**src/design/genotype_breeding_value_scorer_unit_defines.svh**
```systemverilog
// Assertion macros used by the scorer back end RTL.
`ifndef GENOTYPE_BREEDING_VALUE_SCORER_UNIT_DEFINES_SVH
`define GENOTYPE_BREEDING_VALUE_SCORER_UNIT_DEFINES_SVH

// Invariant that must hold at every clock edge outside reset.
`define GBVS_ASSERT_ALWAYS(lbl, cond, msg) \
	lbl: assert property (@(posedge clk) disable iff (!arst_n) (cond)) else $error(msg);

// Consequence that must hold in the same cycle as its antecedent.
`define GBVS_ASSERT_SAME(lbl, ante, cons, msg) \
	lbl: assert property (@(posedge clk) disable iff (!arst_n) (ante) |-> (cons)) else $error(msg);

// Consequence that must hold in the cycle after its antecedent.
`define GBVS_ASSERT_NEXT(lbl, ante, cons, msg) \
	lbl: assert property (@(posedge clk) disable iff (!arst_n) (ante) |=> (cons)) else $error(msg);

`endif

```
**src/design/gbvs_pkg.sv**
```systemverilog
// Shared types, constants and helper functions of the breeding value scorer.
package gbvs_pkg;

	localparam int MARKERS_DEF = 16384;
	localparam int ALLELES_DEF = 4;

	localparam int MARKER_W   = 14;
	localparam int ROW_W      = 2;
	localparam int EFFECT_W   = 32;
	localparam int SYM_W      = 8;
	localparam int COUNT_W    = 3;
	localparam int SUM_W      = 48;
	localparam int ADD_W      = 34;
	localparam int SYM_REGS   = 4;
	localparam int CFG_IDX_W  = 3;
	localparam int CFG_DATA_W = 8;
	localparam int MIDQ_DEPTH = 4;
	localparam int OUT_DEPTH  = 8;

	localparam logic [COUNT_W-1:0] COUNT_RST = 3'd4;
	localparam logic [SYM_W-1:0]   SYM0_RST  = 8'd65;
	localparam logic [SYM_W-1:0]   SYM1_RST  = 8'd67;
	localparam logic [SYM_W-1:0]   SYM2_RST  = 8'd71;
	localparam logic [SYM_W-1:0]   SYM3_RST  = 8'd84;

	localparam logic CMD_LOAD  = 1'b0;
	localparam logic CMD_SCORE = 1'b1;

	typedef enum logic [CFG_IDX_W-1:0] {
		REG_ALLELE_COUNT = 3'd0,
		REG_SYMBOL_0     = 3'd1,
		REG_SYMBOL_1     = 3'd2,
		REG_SYMBOL_2     = 3'd3,
		REG_SYMBOL_3     = 3'd4
	} reg_idx_t;

	// Classified operation handed from the front end to the back end.
	typedef enum logic [1:0] {
		OP_LOAD,
		OP_SCORE,
		OP_FLUSH
	} op_t;

	typedef struct packed {
		op_t                 op;
		logic [MARKER_W-1:0] addr;
		logic [ROW_W-1:0]    row;
		logic [EFFECT_W-1:0] effect;
		logic [SYM_W-1:0]    a1;
		logic [SYM_W-1:0]    a2;
		logic                last;
	} mid_item_t;

	typedef struct packed {
		logic [COUNT_W-1:0]                count;
		logic [SYM_REGS-1:0][SYM_W-1:0]    sym;
	} cfg_t;

	typedef struct packed {
		logic [SUM_W-1:0] first;
		logic [SUM_W-1:0] second;
		logic [SUM_W-1:0] total;
		logic             sat;
	} result_t;

	typedef struct packed {
		logic [SUM_W-1:0] value;
		logic             clamp;
	} sat_t;

	// Clamps a 49-bit two's complement sum into the 48-bit signed range.
	function automatic sat_t sat48(input logic [SUM_W:0] s);
		sat_t r;
		r.clamp = s[SUM_W] ^ s[SUM_W-1];
		if (!r.clamp) begin
			r.value = s[SUM_W-1:0];
		end else if (s[SUM_W]) begin
			r.value = {1'b1, {(SUM_W-1){1'b0}}};
		end else begin
			r.value = {1'b0, {(SUM_W-1){1'b1}}};
		end
		return r;
	endfunction

endpackage

```
**src/design/gbvs_result_fifo.sv**
```systemverilog
// Result queue that decouples the score pipeline from the consumer.
module gbvs_result_fifo import gbvs_pkg::*; (
	input  logic    clk,
	input  logic    arst_n,
	input  logic    wr,
	input  result_t wr_data,
	input  logic    pop,
	output logic    empty,
	output result_t head
);

	localparam int PW = $clog2(OUT_DEPTH);
	localparam int CW = $clog2(OUT_DEPTH + 1);

	result_t       q_q [OUT_DEPTH];
	logic [PW-1:0] wr_ptr_q;
	logic [PW-1:0] rd_ptr_q;
	logic [CW-1:0] cnt_q;
	logic          rd;

	assign empty = cnt_q == '0;
	assign rd    = pop && !empty;
	assign head  = q_q[rd_ptr_q];

	always_ff @(posedge clk) begin
		if (wr) begin
			q_q[wr_ptr_q] <= wr_data;
		end
	end

	always_ff @(posedge clk or negedge arst_n) begin
		if (!arst_n) begin
			wr_ptr_q <= '0;
			rd_ptr_q <= '0;
			cnt_q    <= '0;
		end else begin
			if (wr) begin
				wr_ptr_q <= wr_ptr_q + PW'(1);
			end
			if (rd) begin
				rd_ptr_q <= rd_ptr_q + PW'(1);
			end
			cnt_q <= cnt_q + CW'(wr) - CW'(rd);
		end
	end

endmodule

```
**config.mk**
```make
export PLATFORM = sky130hd
export DESIGN_NAME = gbvs_result_fifo
export DESIGN_NICKNAME = d
export VERILOG_FILES = /design/src/design/genotype_breeding_value_scorer_unit_defines.svh /design/src/design/gbvs_pkg.sv /design/src/design/gbvs_result_fifo.sv
export SDC_FILE = /design/constraint.sdc
export NUM_CORES = 1
export LEC_CHECK = 0
export BUFFER_PORTS_ARGS = -buffer_cell sky130_fd_sc_hd__buf_4
export CORE_MARGIN = 5
export CORE_UTILIZATION = 29
export CTS_CLUSTER_DIAMETER = 120
export DETAILED_ROUTE_END_ITERATION = 6
export GPL_ROUTABILITY_DRIVEN = 0
export PLACE_DENSITY = 0.48
export SLEW_MARGIN = 20
export SYNTH_ARGS = -nofsm -noshare
export SYNTH_HDL_FRONTEND = slang
export SYNTH_SLANG_ARGS = --single-unit
```
**constraint.sdc**
```tcl
create_clock -name clk -period 20.6 [get_ports clk]
set_input_delay 2.06 -clock clk [delete_from_list [all_inputs] [get_ports clk]]
set_output_delay 2.06 -clock clk [all_outputs]
set_load 0.005 [all_outputs]
```
# Word level (Yosys, flattened, before mapping)

Memories as Yosys holds them, arrays and structs flattened.
Cells that the tools add are included.

Logic and storage cells: 13
Memory bits (writable): 1160
Flip-flop bits (word level): 10
Memories: 1

Memory list:

| name | depth | width | rd ports | clocked after Yosys merged registers in | wr ports | RTL line               | text |
|---|---|---|---|---|---|---|---|
| q_q  | 8     | 145   | 1        | 0                                       | 1        | gbvs_result_fifo.sv:15 | `result_t q_q [OUT_DEPTH];` |

Reduce and logical (&&, ||, !) cells: 3
$add $sub $neg: 4
Mux-type cells: 2

Operators by type and width:

| operator            | number |
|---|---|
| $add 3x1->3 const B | 2 |
| $add 4x1->4         | 1 |
| $logic_not 4->1     | 1 |
| $sub 4x1->4         | 1 |
| $mux 1              | 2 |
| $logic_and 1x1->1   | 1 |
| $logic_not 1->1     | 1 |

# Longest topological paths before layout

Word-level depth: 4
Mapped depth: 11

# Least setup slack after synthesis

Ideal clock, no wire load.

Path kind: input port to flip-flop
Start point: input port wr
End point: memory q_q[0][0] in the netlist's numbering, enable pin
Stages on the path: 2
Library setup time: 827 ps
Required time: 19773 ps
Slack: 7840 ps
Arrival time: 11933 ps
Cells stage by stage: nand2b_1 > nor3_1

Longest elaborated chain between the ends: 2

RTL lines:

| element                      | RTL line               | text |
|---|---|---|
| start: declaration           | gbvs_result_fifo.sv:5  | `input logic wr,` |
| $mux 1                       | gbvs_result_fifo.sv:26 | `if (wr) begin` |
| $mux 1 (not written as such) | gbvs_result_fifo.sv:27 | `q_q[wr_ptr_q] <= wr_data;` |
| end: declaration             | gbvs_result_fifo.sv:15 |  |

Every way passes these cells.

==> results by group <==
Min path
  – Worst Hold Class: reg -> reg

Cells and area
  – Area Growth Syn to Fin: 19.5%
  – Area taken by multi-input logic gates: 9150 um2
  – Total area of sequential cells: 35,100 um2
  – Commonest non-fill, non-tap cell in the layout: edfxtp_1
  – Layout Utilization: 34.8%
  – Commonest cells after routing, fill and taps aside: edfxtp_1 (1,160), buf_4 (329), mux4_1 (174)
  – Layout cells sized above 1: 35.5%
  – Net count, final: 2,275
  – Filler instances: 14,200

Floorplan
  – Cell Rows: 144
  – Total Die Area: 162,000 um2
  – Ports: 295
  – Initial Utilization: 29.1%
  – Total core area: roughly 150,000 um2
  – Die Ht: 403 um
  – Die W: 403 um

Pwr
  – VDD IR max: 0.0947 mV
  – P per Cell Area: 140 nW/um2
  – Final total power: 7510 uW
  – LEAKAGE: ~0.018 uW

Timing
  – Fmax: 150 MHz
  – Max transition margin: 30.8%
  – Period minus WS final: between 6 and 7 ns
  – Worst-Margin Slew: 1.04 ns
  – Tcrit/Tclk final: 32.3%
  – Post-route setup TNS: 0 ns
  – RSZ-0062 raised after global routing: false
  – Final Skew: around 0.023 ns
  – Final setup vio count: 0
  – Pins over their slew limit: 0
  – Final Hold Viols: 0

Clock network
  – Worst-skew pair later-pin latency: 0.75 ns
  – CTS Hold Bufs: 0
  – Clock Sinks: between 1,000 and 1,500
  – Cts repair resizes: 0
  – Clock buffer depth: 3
  – Root buf cell: clkbuf_16
  – Total setup buffers inserted after CTS: 0
  – CTS tree: yes
  – Num CTS Buffers: 135
  – Clock H-tree levels: 4
  – Clock-pin slew on the worst setup and hold paths: 0.05 ns

Placed design
  – Dpl hpwl: 54,300 um
  – Buffers added on ports: around 290

Detailed routing
  – Vias: 19,500
  – DRC Markers: 0
  – Post-Route WL: 101,000 um
  – Routed Antenna Nets: 0
  – Met1 WL: 41,500 um
  – Per-cell routed wire length: 23.7 um
  – Highest Signal Layer: met5
  – WL met3: 4580 um
  – Initial DRC Count: 961
  – Vias per cell: around 4.6
  – Met2 routed WL: 53,100 um
  – TritonRoute pass-1 iters: 5

Global route
  – Largest net degree at the start of global routing: 108
  – Congestion Overflow GR: 0
  – Vias in the first global route: 21,500
  – Total GRT Usage: 12.3%
  – First-pass GRT wire length: ~150,000 um
  – Initial antenna violation count: 9

Setup path
  – Critical path buffers and inverters: 3
  – Crit path launch type: register
  – CP startpoint: rd_ptr_q[0]
  – Worst-path cell chain: buf_4 -> buf_12 -> mux4_1 -> mux2_2 -> buf_4
  – Worst r2r dst: q_q[3][59]
  – Critical Path RT: 18.54 ns
  – R2r setup slk: about 17 ns
  – R2r worst-path depth: 4
  – CP max stage delay: 0.95 ns
  – Max FO, Critical Path: roughly 110
  – Crit Path Class: reg -> out
  – CP top delay family: buffers and inverters
  – RR Startpoint: wr_ptr_q[2]
  – CP most frequent cell: buf_4
  – Arr. time, crit path: between 4 and 5 ns
  – Slowest CP cell: dfrtp_4
  – CP Depth: 5
  – CP Capture Type: output pin
  – Crit path to: head[48]

Logic synthesis
  – Seq/Total Area, Yosys: 78.3%
  – Synth unique cells: 24
  – Yosys warning total: 0
  – Yosys top cell area share: 77.7%
  – Post-Synthesis Cell Area: between 40,000 and 50,000 um2
  – Flops & latches, synth: roughly 1,200
  – Syn Nets: 1,886
  – Post-Synthesis Cells: approximately 1,700
  – Ranking of synthesized cells by area: edfxtp_1 (78%), mux4_1 (10%), mux4_2 (5.8%)
  – Avg Inst Size Synth: 25.9 um2
  – Top cell type by total area after synthesis: edfxtp_1

Run status
  – Outcome: complete, no violations

Flow run
  – Max-Cap Viols: 0
per-stage QoR:
step                      instance area (um2)  instances  hold slack, ns  worst slack [ns]
after floorplan                         44800       1729           0.517              7.84
after CTS                               53600       4258           0.590             13.71
after detailed placement                49400       4025           0.578             14.59
final                                   53600       4263           0.604             13.94
after global placement                  49400       4025           0.543             14.60
after global routing                    53600       4258           0.635             13.59
routing by layer:
metal,global-route usage [%],up-vias
li1,-,8411
met1,15.0,10500
met2,21.8,365
met3,3.11,144
met4,3.39,8
met5,0,-
layout make-up:
class	count	area share, %
Sequential cell	1170	65.5
Antenna cell	5	0.0234
Clock inverter	62	1.13
Clock buffer	171	6.70
Inverter	7	0.0490
Multi-Input combinational cell	471	17.1
Tap cell	2044	4.77
Timing Repair Buffer	333	4.74
registers in the layout (all words and copies together), names as in the netlist:
| signal | flops |
|---|---|
| q_q | 1160 |
| cnt_q | 4 |
| rd_ptr_q | 3 |
| wr_ptr_q | 3 |
cell families (layout without fill, tap and decap cells):
group	count (synthesis)	count (layout)	synth area share (%)
flip-flops	1170	1170	78.3
multiplexers	437	437	19.7
buffers and inverters	88	573	1.42
AND/OR/NAND/NOR	18	18	0.187
adder cells (fa/ha/maj)	8	8	0.240
XOR/XNOR	6	6	0.117
AO/OA/AOI/OAI	2	2	0.0279
other	0	5	0
worst min-delay path by stage:
stage | cells after the start | end | from | slack (ns)
4_1_cts | 1 | wr_ptr_q[1] | wr_ptr_q[1] | 0.59
5_1_grt | 1 | wr_ptr_q[1] | wr_ptr_q[1] | 0.63
3_5_place_dp | 1 | wr_ptr_q[1] | wr_ptr_q[1] | 0.58
3_3_place_gp | 1 | wr_ptr_q[1] | wr_ptr_q[1] | 0.54
2_1_floorplan | 1 | wr_ptr_q[2] | wr_ptr_q[2] | 0.52
6_report | 1 | wr_ptr_q[1] | wr_ptr_q[1] | 0.60
power by group:
group	internal [uW]	switching (uW)	total, uW
Combinational	1100	1060	2160
Sequential	2990	118	3110
Clock	1310	926	2240
Total	5410	2100	7510
worst register-to-register path: stages (launching register included):
cell and delay (ns):
dfrtp_1 0.47, nand2b_1 0.27, nor2_4 0.74, buf_4 0.82
buf_4 0.84
Yosys cell counts:
master    count
buf_2         1
buf_12        3
edfxtp_1   1160
nand2_1       4
xor2_1        4
mux2_2      147
ha_1          7
xnor2_1       2
mux4_2      116
nor2_1        7
inv_1         7
dfrtp_1      10
fa_1          1
nand2b_1      4
buf_4         2
buf_1         9
mux4_1      174
nor3_1        2
clkbuf_1     38
nor3b_1       1
buf_6        18
a21o_1        1
a21oi_1       1
buf_8        10
Power figures use the tool's default switching activity.
