--- config.mk ---
export PLATFORM = sky130hd
export DESIGN_NAME = gbvs_front
export DESIGN_NICKNAME = d
export VERILOG_FILES = /design/src/design/genotype_breeding_value_scorer_unit_defines.svh /design/src/design/gbvs_pkg.sv /design/src/design/gbvs_front.sv
export SDC_FILE = /design/constraint.sdc
export NUM_CORES = 1
export LEC_CHECK = 0
export ABC_AREA = 1
export BUFFER_PORTS_ARGS = -buffer_cell sky130_fd_sc_hd__buf_2
export CAP_MARGIN = 0
export CORE_MARGIN = 2
export CORE_UTILIZATION = 25
export CTS_CLUSTER_SIZE = 8
export DETAILED_ROUTE_END_ITERATION = 12
export GPL_ROUTABILITY_DRIVEN = 0
export HOLD_SLACK_MARGIN = 0.1
export PLACE_DENSITY_LB_ADDON = 0.15
export SLEW_MARGIN = 5
export SYNTH_ARGS = -nofsm -noshare
export SYNTH_HDL_FRONTEND = slang
export SYNTH_SLANG_ARGS = --single-unit
export TNS_END_PERCENT = 20
--- constraint.sdc ---
create_clock -name clk -period 12.8 [get_ports clk]
set_clock_uncertainty 0.05 [all_clocks]
set_input_delay 1.92 -clock clk [delete_from_list [all_inputs] [get_ports clk]]
set_output_delay 1.92 -clock clk [all_outputs]
set_load 0.02 [all_outputs]
--- src/design/genotype_breeding_value_scorer_unit_defines.svh ---
// Assertion macros used by the scorer back end RTL.
`ifndef GENOTYPE_BREEDING_VALUE_SCORER_UNIT_DEFINES_SVH
`define GENOTYPE_BREEDING_VALUE_SCORER_UNIT_DEFINES_SVH

// Invariant that must hold at every clock edge outside reset.
`define GBVS_ASSERT_ALWAYS(lbl, cond, msg) \
	lbl: assert property (@(posedge clk) disable iff (!arst_n) (cond)) else $error(msg);

// Consequence that must hold in the same cycle as its antecedent.
`define GBVS_ASSERT_SAME(lbl, ante, cons, msg) \
	lbl: assert property (@(posedge clk) disable iff (!arst_n) (ante) |-> (cons)) else $error(msg);

// Consequence that must hold in the cycle after its antecedent.
`define GBVS_ASSERT_NEXT(lbl, ante, cons, msg) \
	lbl: assert property (@(posedge clk) disable iff (!arst_n) (ante) |=> (cons)) else $error(msg);

`endif

--- src/design/gbvs_pkg.sv ---
// Shared types, constants and helper functions of the breeding value scorer.
package gbvs_pkg;

	localparam int MARKERS_DEF = 16384;
	localparam int ALLELES_DEF = 4;

	localparam int MARKER_W   = 14;
	localparam int ROW_W      = 2;
	localparam int EFFECT_W   = 32;
	localparam int SYM_W      = 8;
	localparam int COUNT_W    = 3;
	localparam int SUM_W      = 48;
	localparam int ADD_W      = 34;
	localparam int SYM_REGS   = 4;
	localparam int CFG_IDX_W  = 3;
	localparam int CFG_DATA_W = 8;
	localparam int MIDQ_DEPTH = 4;
	localparam int OUT_DEPTH  = 8;

	localparam logic [COUNT_W-1:0] COUNT_RST = 3'd4;
	localparam logic [SYM_W-1:0]   SYM0_RST  = 8'd65;
	localparam logic [SYM_W-1:0]   SYM1_RST  = 8'd67;
	localparam logic [SYM_W-1:0]   SYM2_RST  = 8'd71;
	localparam logic [SYM_W-1:0]   SYM3_RST  = 8'd84;

	localparam logic CMD_LOAD  = 1'b0;
	localparam logic CMD_SCORE = 1'b1;

	typedef enum logic [CFG_IDX_W-1:0] {
		REG_ALLELE_COUNT = 3'd0,
		REG_SYMBOL_0     = 3'd1,
		REG_SYMBOL_1     = 3'd2,
		REG_SYMBOL_2     = 3'd3,
		REG_SYMBOL_3     = 3'd4
	} reg_idx_t;

	// Classified operation handed from the front end to the back end.
	typedef enum logic [1:0] {
		OP_LOAD,
		OP_SCORE,
		OP_FLUSH
	} op_t;

	typedef struct packed {
		op_t                 op;
		logic [MARKER_W-1:0] addr;
		logic [ROW_W-1:0]    row;
		logic [EFFECT_W-1:0] effect;
		logic [SYM_W-1:0]    a1;
		logic [SYM_W-1:0]    a2;
		logic                last;
	} mid_item_t;

	typedef struct packed {
		logic [COUNT_W-1:0]                count;
		logic [SYM_REGS-1:0][SYM_W-1:0]    sym;
	} cfg_t;

	typedef struct packed {
		logic [SUM_W-1:0] first;
		logic [SUM_W-1:0] second;
		logic [SUM_W-1:0] total;
		logic             sat;
	} result_t;

	typedef struct packed {
		logic [SUM_W-1:0] value;
		logic             clamp;
	} sat_t;

	// Clamps a 49-bit two's complement sum into the 48-bit signed range.
	function automatic sat_t sat48(input logic [SUM_W:0] s);
		sat_t r;
		r.clamp = s[SUM_W] ^ s[SUM_W-1];
		if (!r.clamp) begin
			r.value = s[SUM_W-1:0];
		end else if (s[SUM_W]) begin
			r.value = {1'b1, {(SUM_W-1){1'b0}}};
		end else begin
			r.value = {1'b0, {(SUM_W-1){1'b1}}};
		end
		return r;
	endfunction

endpackage

--- src/design/gbvs_front.sv ---
// Front end: accepts input beats, classifies them and queues the useful ones.
module gbvs_front import gbvs_pkg::*; #(
	parameter int MARKERS = MARKERS_DEF,
	parameter int ALLELES = ALLELES_DEF
) (
	input  logic                       clk,
	input  logic                       arst_n,
	input  logic                       push,
	output logic                       full,
	input  logic                       command,
	input  logic [MARKER_W-1:0]        marker_index,
	input  logic [ROW_W-1:0]           allele_row,
	input  logic [EFFECT_W-1:0]        effect_value,
	input  logic [SYM_W-1:0]           first_allele,
	input  logic [SYM_W-1:0]           second_allele,
	input  logic                       last_marker,
	output mid_item_t                  head,
	output logic                       head_valid,
	input  logic                       head_pop
);

	localparam int PW = $clog2(MIDQ_DEPTH);
	localparam int CW = $clog2(MIDQ_DEPTH + 1);

	mid_item_t         q_q [MIDQ_DEPTH];
	logic [PW-1:0]     wr_ptr_q;
	logic [PW-1:0]     rd_ptr_q;
	logic [CW-1:0]     cnt_q;
	mid_item_t         item;
	logic              keep;
	logic              in_range;
	logic              row_ok;
	logic              wr;

	// A load outside the table or its rows and a score off the table without last are dropped here.
	always_comb begin
		in_range    = 32'(marker_index) < MARKERS;
		row_ok      = 32'(allele_row) < ALLELES;
		item.addr   = marker_index;
		item.row    = allele_row;
		item.effect = effect_value;
		item.a1     = first_allele;
		item.a2     = second_allele;
		item.last   = last_marker;
		if (command == CMD_LOAD) begin
			item.op = OP_LOAD;
			keep    = in_range && row_ok;
		end else if (in_range) begin
			item.op = OP_SCORE;
			keep    = 1'b1;
		end else begin
			item.op = OP_FLUSH;
			keep    = last_marker;
		end
	end

	assign full       = cnt_q == CW'(MIDQ_DEPTH);
	assign wr         = push && !full && keep;
	assign head_valid = cnt_q != '0;
	assign head       = q_q[rd_ptr_q];

	always_ff @(posedge clk) begin
		if (wr) begin
			q_q[wr_ptr_q] <= item;
		end
	end

	always_ff @(posedge clk or negedge arst_n) begin
		if (!arst_n) begin
			wr_ptr_q <= '0;
			rd_ptr_q <= '0;
			cnt_q    <= '0;
		end else begin
			if (wr) begin
				wr_ptr_q <= wr_ptr_q + PW'(1);
			end
			if (head_pop) begin
				rd_ptr_q <= rd_ptr_q + PW'(1);
			end
			cnt_q <= cnt_q + CW'(wr) - CW'(head_pop);
		end
	end

endmodule

Yosys cells after proc, flatten, opt, wreduce, memory -nomap -nowiden:

Memories as Yosys holds them, arrays and structs flattened.
Index checks and enable logic that the tools add are counted.

* flip-flop bits (word level): 7
* memory bits (writable): 264
* bits of input ports: 70
* output and inout port bits: 69
* word-level logic and storage cells: 15
* memories: 1

* $add $sub $neg: 4
* equal/unequal tests: 1
* multiplexer cells: 3
* reduce and logical (&&, ||, !) cells: 3

Memories
* q_q: words 4, bits a word 66, rd ports 1, clocked after memory_dff 0, wr ports 1, line gbvs_front.sv:25 `mid_item_t q_q [MIDQ_DEPTH];`

Operators with widths (number)
* $add A2 B1 Y2 const B: 2
* $add A3 B1 Y3: 1
* $eq A3 B3 Y1 const B: 1
* $mux W1: 3
* $reduce_bool A3 Y1: 1
* $sub A3 B1 Y3: 1
* $logic_and A1 B1 Y1: 1
* $logic_not A1 Y1: 1

Depth between registers and ports, before layout:

* depth after elaboration: 5
* mapped depth: 11
* depth with buffers taken out: 11

Worst setup path before layout:

Ideal clock, no wire load.

* kind: input port to flip-flop
* from: input push
* to: memory q_q[0][0] (netlist bit) (enable)
* setup time: 0.491 ns
* arrival: 4.823 ns
* required time: 12.259 ns
* path slack: 7.436 ns
* cell stages on the path: 2
* path buffers: 0
* cell sequence: nand2_1 nor2_1

* longest elaborated chain between the ends: 3

Ends and longest elaborated chain
* start, declared: line gbvs_front.sv:8 `input logic push,`
* $logic_and A1 B1 Y1: line gbvs_front.sv:58 `assign wr = push && !full && keep;`
* $mux W1: line gbvs_front.sv:63 `if (wr) begin`
* $mux W1 (not written as such): line gbvs_front.sv:64 `q_q[wr_ptr_q] <= item;`
* end, declared: line gbvs_front.sv:25

Every way passes these cells.

==> impl.org <==
** GRT
- Initial antenna violation count :: 3
- The via count of the first global-routing pass came to 6237.
- Global routing finished with a remaining overflow of 0.
- Gr usage total :: 0.109
- The first global-routing pass estimated around 38000 um of wire.
- Entering global routing, the biggest net connects 95 pins.

** Floorplanning
- From bottom edge to top edge, the die measures 216 um.
- Number of rows in the core area :: between 70 and 80
- Starting Density :: 0.254
- After floorplanning, the core was sized to cover between 0.04 and 0.05 mm2.
- The die is 216 um wide.
- Count of pins on the block boundary :: 139
- The floorplan step defined a die boundary enclosing 0.0466 mm2.

** Yosys
- Synthesis produced roughly 830 cells.
- In this run, distinct cell masters in the synthesized netlist total 18.
- Nets in the synthesized netlist :: between 900 and 1000
- After synthesis, the share of flip-flops with an asynchronous set or reset is 0.0258.
- For this run, the leading register cell type out of synthesis is edfxtp_1.
- After synthesis the cells add up to 0.0112 mm2.
- Count of yosys warnings during synthesis :: 0
- The share of the Yosys chip area taken by registers is 0.723.
- Counting flops and latches in the post-synthesis netlist gives 271.
- The synthesized design contains 264 enable-type register cells.
- Average cell area after synthesis :: 13.6 um2

** Timing
- Fmax :: 193 MHz
- The worst pin sits at a relative slew slack of 0.305.
- Setup violations remaining at the end of the flow were counted as 0.
- Max-slew violation count :: 0
- Setup repair after global routing left no endpoint under its margin.
- In the final timing run, aggregate negative setup slack is 0 ns.
- Share of the clock period used by the worst path :: 0.404
- Final worst path period need :: between 5 and 6 ns
- Tightest Pin Transition :: 1.04 ns
- The final-report hold violation count is 0.

** Setup path
- Data on the critical path is required at its endpoint by 10.83 ns.
- Worst r2r path cells :: 5
- Reg-to-reg critical path startpoint :: cnt_q[1]
- The worst register-to-register path has a setup slack of between 9 and 10 ns.
- Setup crit start :: rd_ptr_q[1]
- In this run the critical register-to-register path is captured at q_q[1][59].
- Along the worst path, the maximum fanout reaches 38.
- The worst setup path is launched from a register.
- The critical path is of the reg -> out type.
- Kind of end point of the critical path :: output port
- Data on the critical path arrives at its endpoint at 3.20 ns.
- Endpoint of the worst setup timing path :: head[4]

** Finish
- Area of the multi-input gates :: 0.00216 mm2
- Layout overhead on the synthesized area :: 20.0%
- Ratio of cells with drive above 1 in the final layout :: 0.245
- Final design utilization :: 0.304
- # fillers :: between 4000 and 5000
- Across the whole layout, storage elements account for approximately 0.0081 mm2.
- For this run, the post-layout net count is 1047.

** Clock tree
- Post-cts gate resize count :: 0
- The clock passes through at most 3 buffers.
- TritonCTS clock tree :: yes
- Post-CTS setup buffer count :: 0
- Clk root buf :: clkbuf_16
- For the worst-skew pair, the clock arrives at the later sink with an insertion delay of 0.52 ns.
- Buffers inserted to repair hold after CTS numbered 0.
- TritonCTS buffer count :: 40
- CTS HTree Levels :: 2
- After clock tree synthesis, the clock-pin slew on the worst setup and hold paths is around 0.050 ns.
- The clock drives 271 sinks.

** Power
- Leakage power total :: 0.00533 uW
- Across the VDD grid, the largest voltage drop is 117 uV.
- Total power :: 3340 uW
- Power per standard cell area :: 248 mW/mm2

** Route
- Detailed Route Iter0 Violations :: 250
- Routed wire length :: between 20000 and 30000 um
- For this run, the detailed router's first-pass iteration total came to 4.
- In this run the remaining antenna-violating nets after routing total 0.
- Vias after detailed routing :: 6334
- Dividing the detail-routed wire length by the instance count gives around 16 um.
- After detailed routing, the number of remaining DRC violations is 0.
- Routed via count divided by cell count :: 4.02

** Job
- Count of max-cap constraint violations :: 0

** Outcome
- The flow ran to the end, and the final reports show no timing, DRC or antenna violations.

** Min path
- Critical hold path startpoint :: cnt_q[0]
- HP Class :: reg -> reg

** Place
- Summed over all nets, the half-perimeter wirelength after detailed placement is about 14000 um.
- Number of buffers inserted by port buffering :: 137
metal layers:
metal,up-vias,global-route usage,part of all wire
met5,-,0,0.00064
met4,2,0.0409,0.025
met3,47,0.0307,0.054
met2,126,0.180,0.47
met1,3021,0.136,0.45
li1,3138,-,-
cell usage in the layout (no fill, tap or decap):
| cell type | count |
|---|---|
| edfxtp_1 | 264 |
| nand2_1 | 213 |
| inv_1 | 146 |
| buf_2 | 137 |
| o211ai_1 | 92 |
| clkbuf_16 | 41 |
| o211ai_2 | 40 |
| buf_4 | 11 |
| clkbuf_1 | 7 |
| ha_1 | 5 |
| dfrtp_1 | 5 |
| diode_2 | 4 |
| nand3_1 | 4 |
| nor2_4 | 4 |
| xor2_1 | 2 |
| inv_6 | 2 |
| dfrtp_4 | 2 |
| clkinv_2 | 1 |
| nor2_1 | 1 |
| fa_1 | 1 |
| conb_1 | 1 |
| clkbuf_8 | 1 |
| bufinv_16 | 1 |
registers in the layout, indices dropped and copies added (netlist names):
register / cells
q_q: 264
rd_ptr_q: 2
wr_ptr_q: 2
cnt_q: 3
metrics by stage:
step / area [um2] / hold WS, ns / cells / worst slack, ns
2_1_floorplan: 11200 / 0.429 / 826 / 7.44
3_3_place_gp: 12300 / 0.456 / 1521 / 8.08
3_5_place_dp: 12300 / 0.453 / 1521 / 8.06
4_1_cts: 13400 / 0.465 / 1573 / 7.47
5_1_grt: 13400 / 0.495 / 1573 / 7.39
6_report: 13500 / 0.468 / 1577 / 7.63
cell usage after synthesis, types with 2 or more instances:
library cell  count  area share
buf_2             6      0.0027
buf_4             6      0.0040
buf_6            27       0.027
buf_8             2      0.0027
clkbuf_1          4      0.0013
dfrtp_1           7       0.016
edfxtp_1        264        0.71
ha_1              5      0.0056
inv_1           146       0.049
nand2_1         213       0.071
nand3_1           4      0.0018
nor2_1            5      0.0017
o211ai_1         92       0.062
o211ai_2         40       0.045
xor2_1            2      0.0016
worst min path at each step:
stage                     to  slack (ns)  depth (start not counted)
CTS                 cnt_q[0]        0.47                          1
global placement    cnt_q[0]        0.46                          1
detailed placement  cnt_q[0]        0.45                          1
floorplan           cnt_q[0]        0.43                          1
global route        cnt_q[0]        0.49                          1
finish              cnt_q[0]        0.47                          1
area by class of cell:
cell class              count  area share
diodes                      4    0.000744
clock buffers              49      0.0792
clock inverters             3     0.00353
inverters                 147      0.0411
multi-input cells         363       0.161
flip-flops and latches    271       0.603
well taps                 592      0.0550
repair buffers            148      0.0571
critical path, cell delays in order (launching register included):
cell	delay (ns)
dfrtp_4	0.81
clkinv_2	0.74
buf_4	0.55
o211ai_1	0.17
nand2_1	0.11
buf_2	0.17
report_power, final:
part           switching, uW  internal, uW
Sequential               116          1170
Clock                    363           596
Combinational            763           332
Total                   1240          2100
logic make-up (layout without fill, tap and decap cells):
kind of cell | Yosys count | after routing | synth area share
AO/OA/AOI/OAI | 132 | 132 | 0.106
other | 1 | 5 | 0.000334
AND/OR/NAND/NOR | 222 | 222 | 0.0748
buffers and inverters | 192 | 347 | 0.0870
flip-flops | 271 | 271 | 0.723
adder cells (fa/ha/maj) | 6 | 6 | 0.00737
XOR/XNOR | 2 | 2 | 0.00156
No activity file was read; power rests on OpenSTA's default activity.
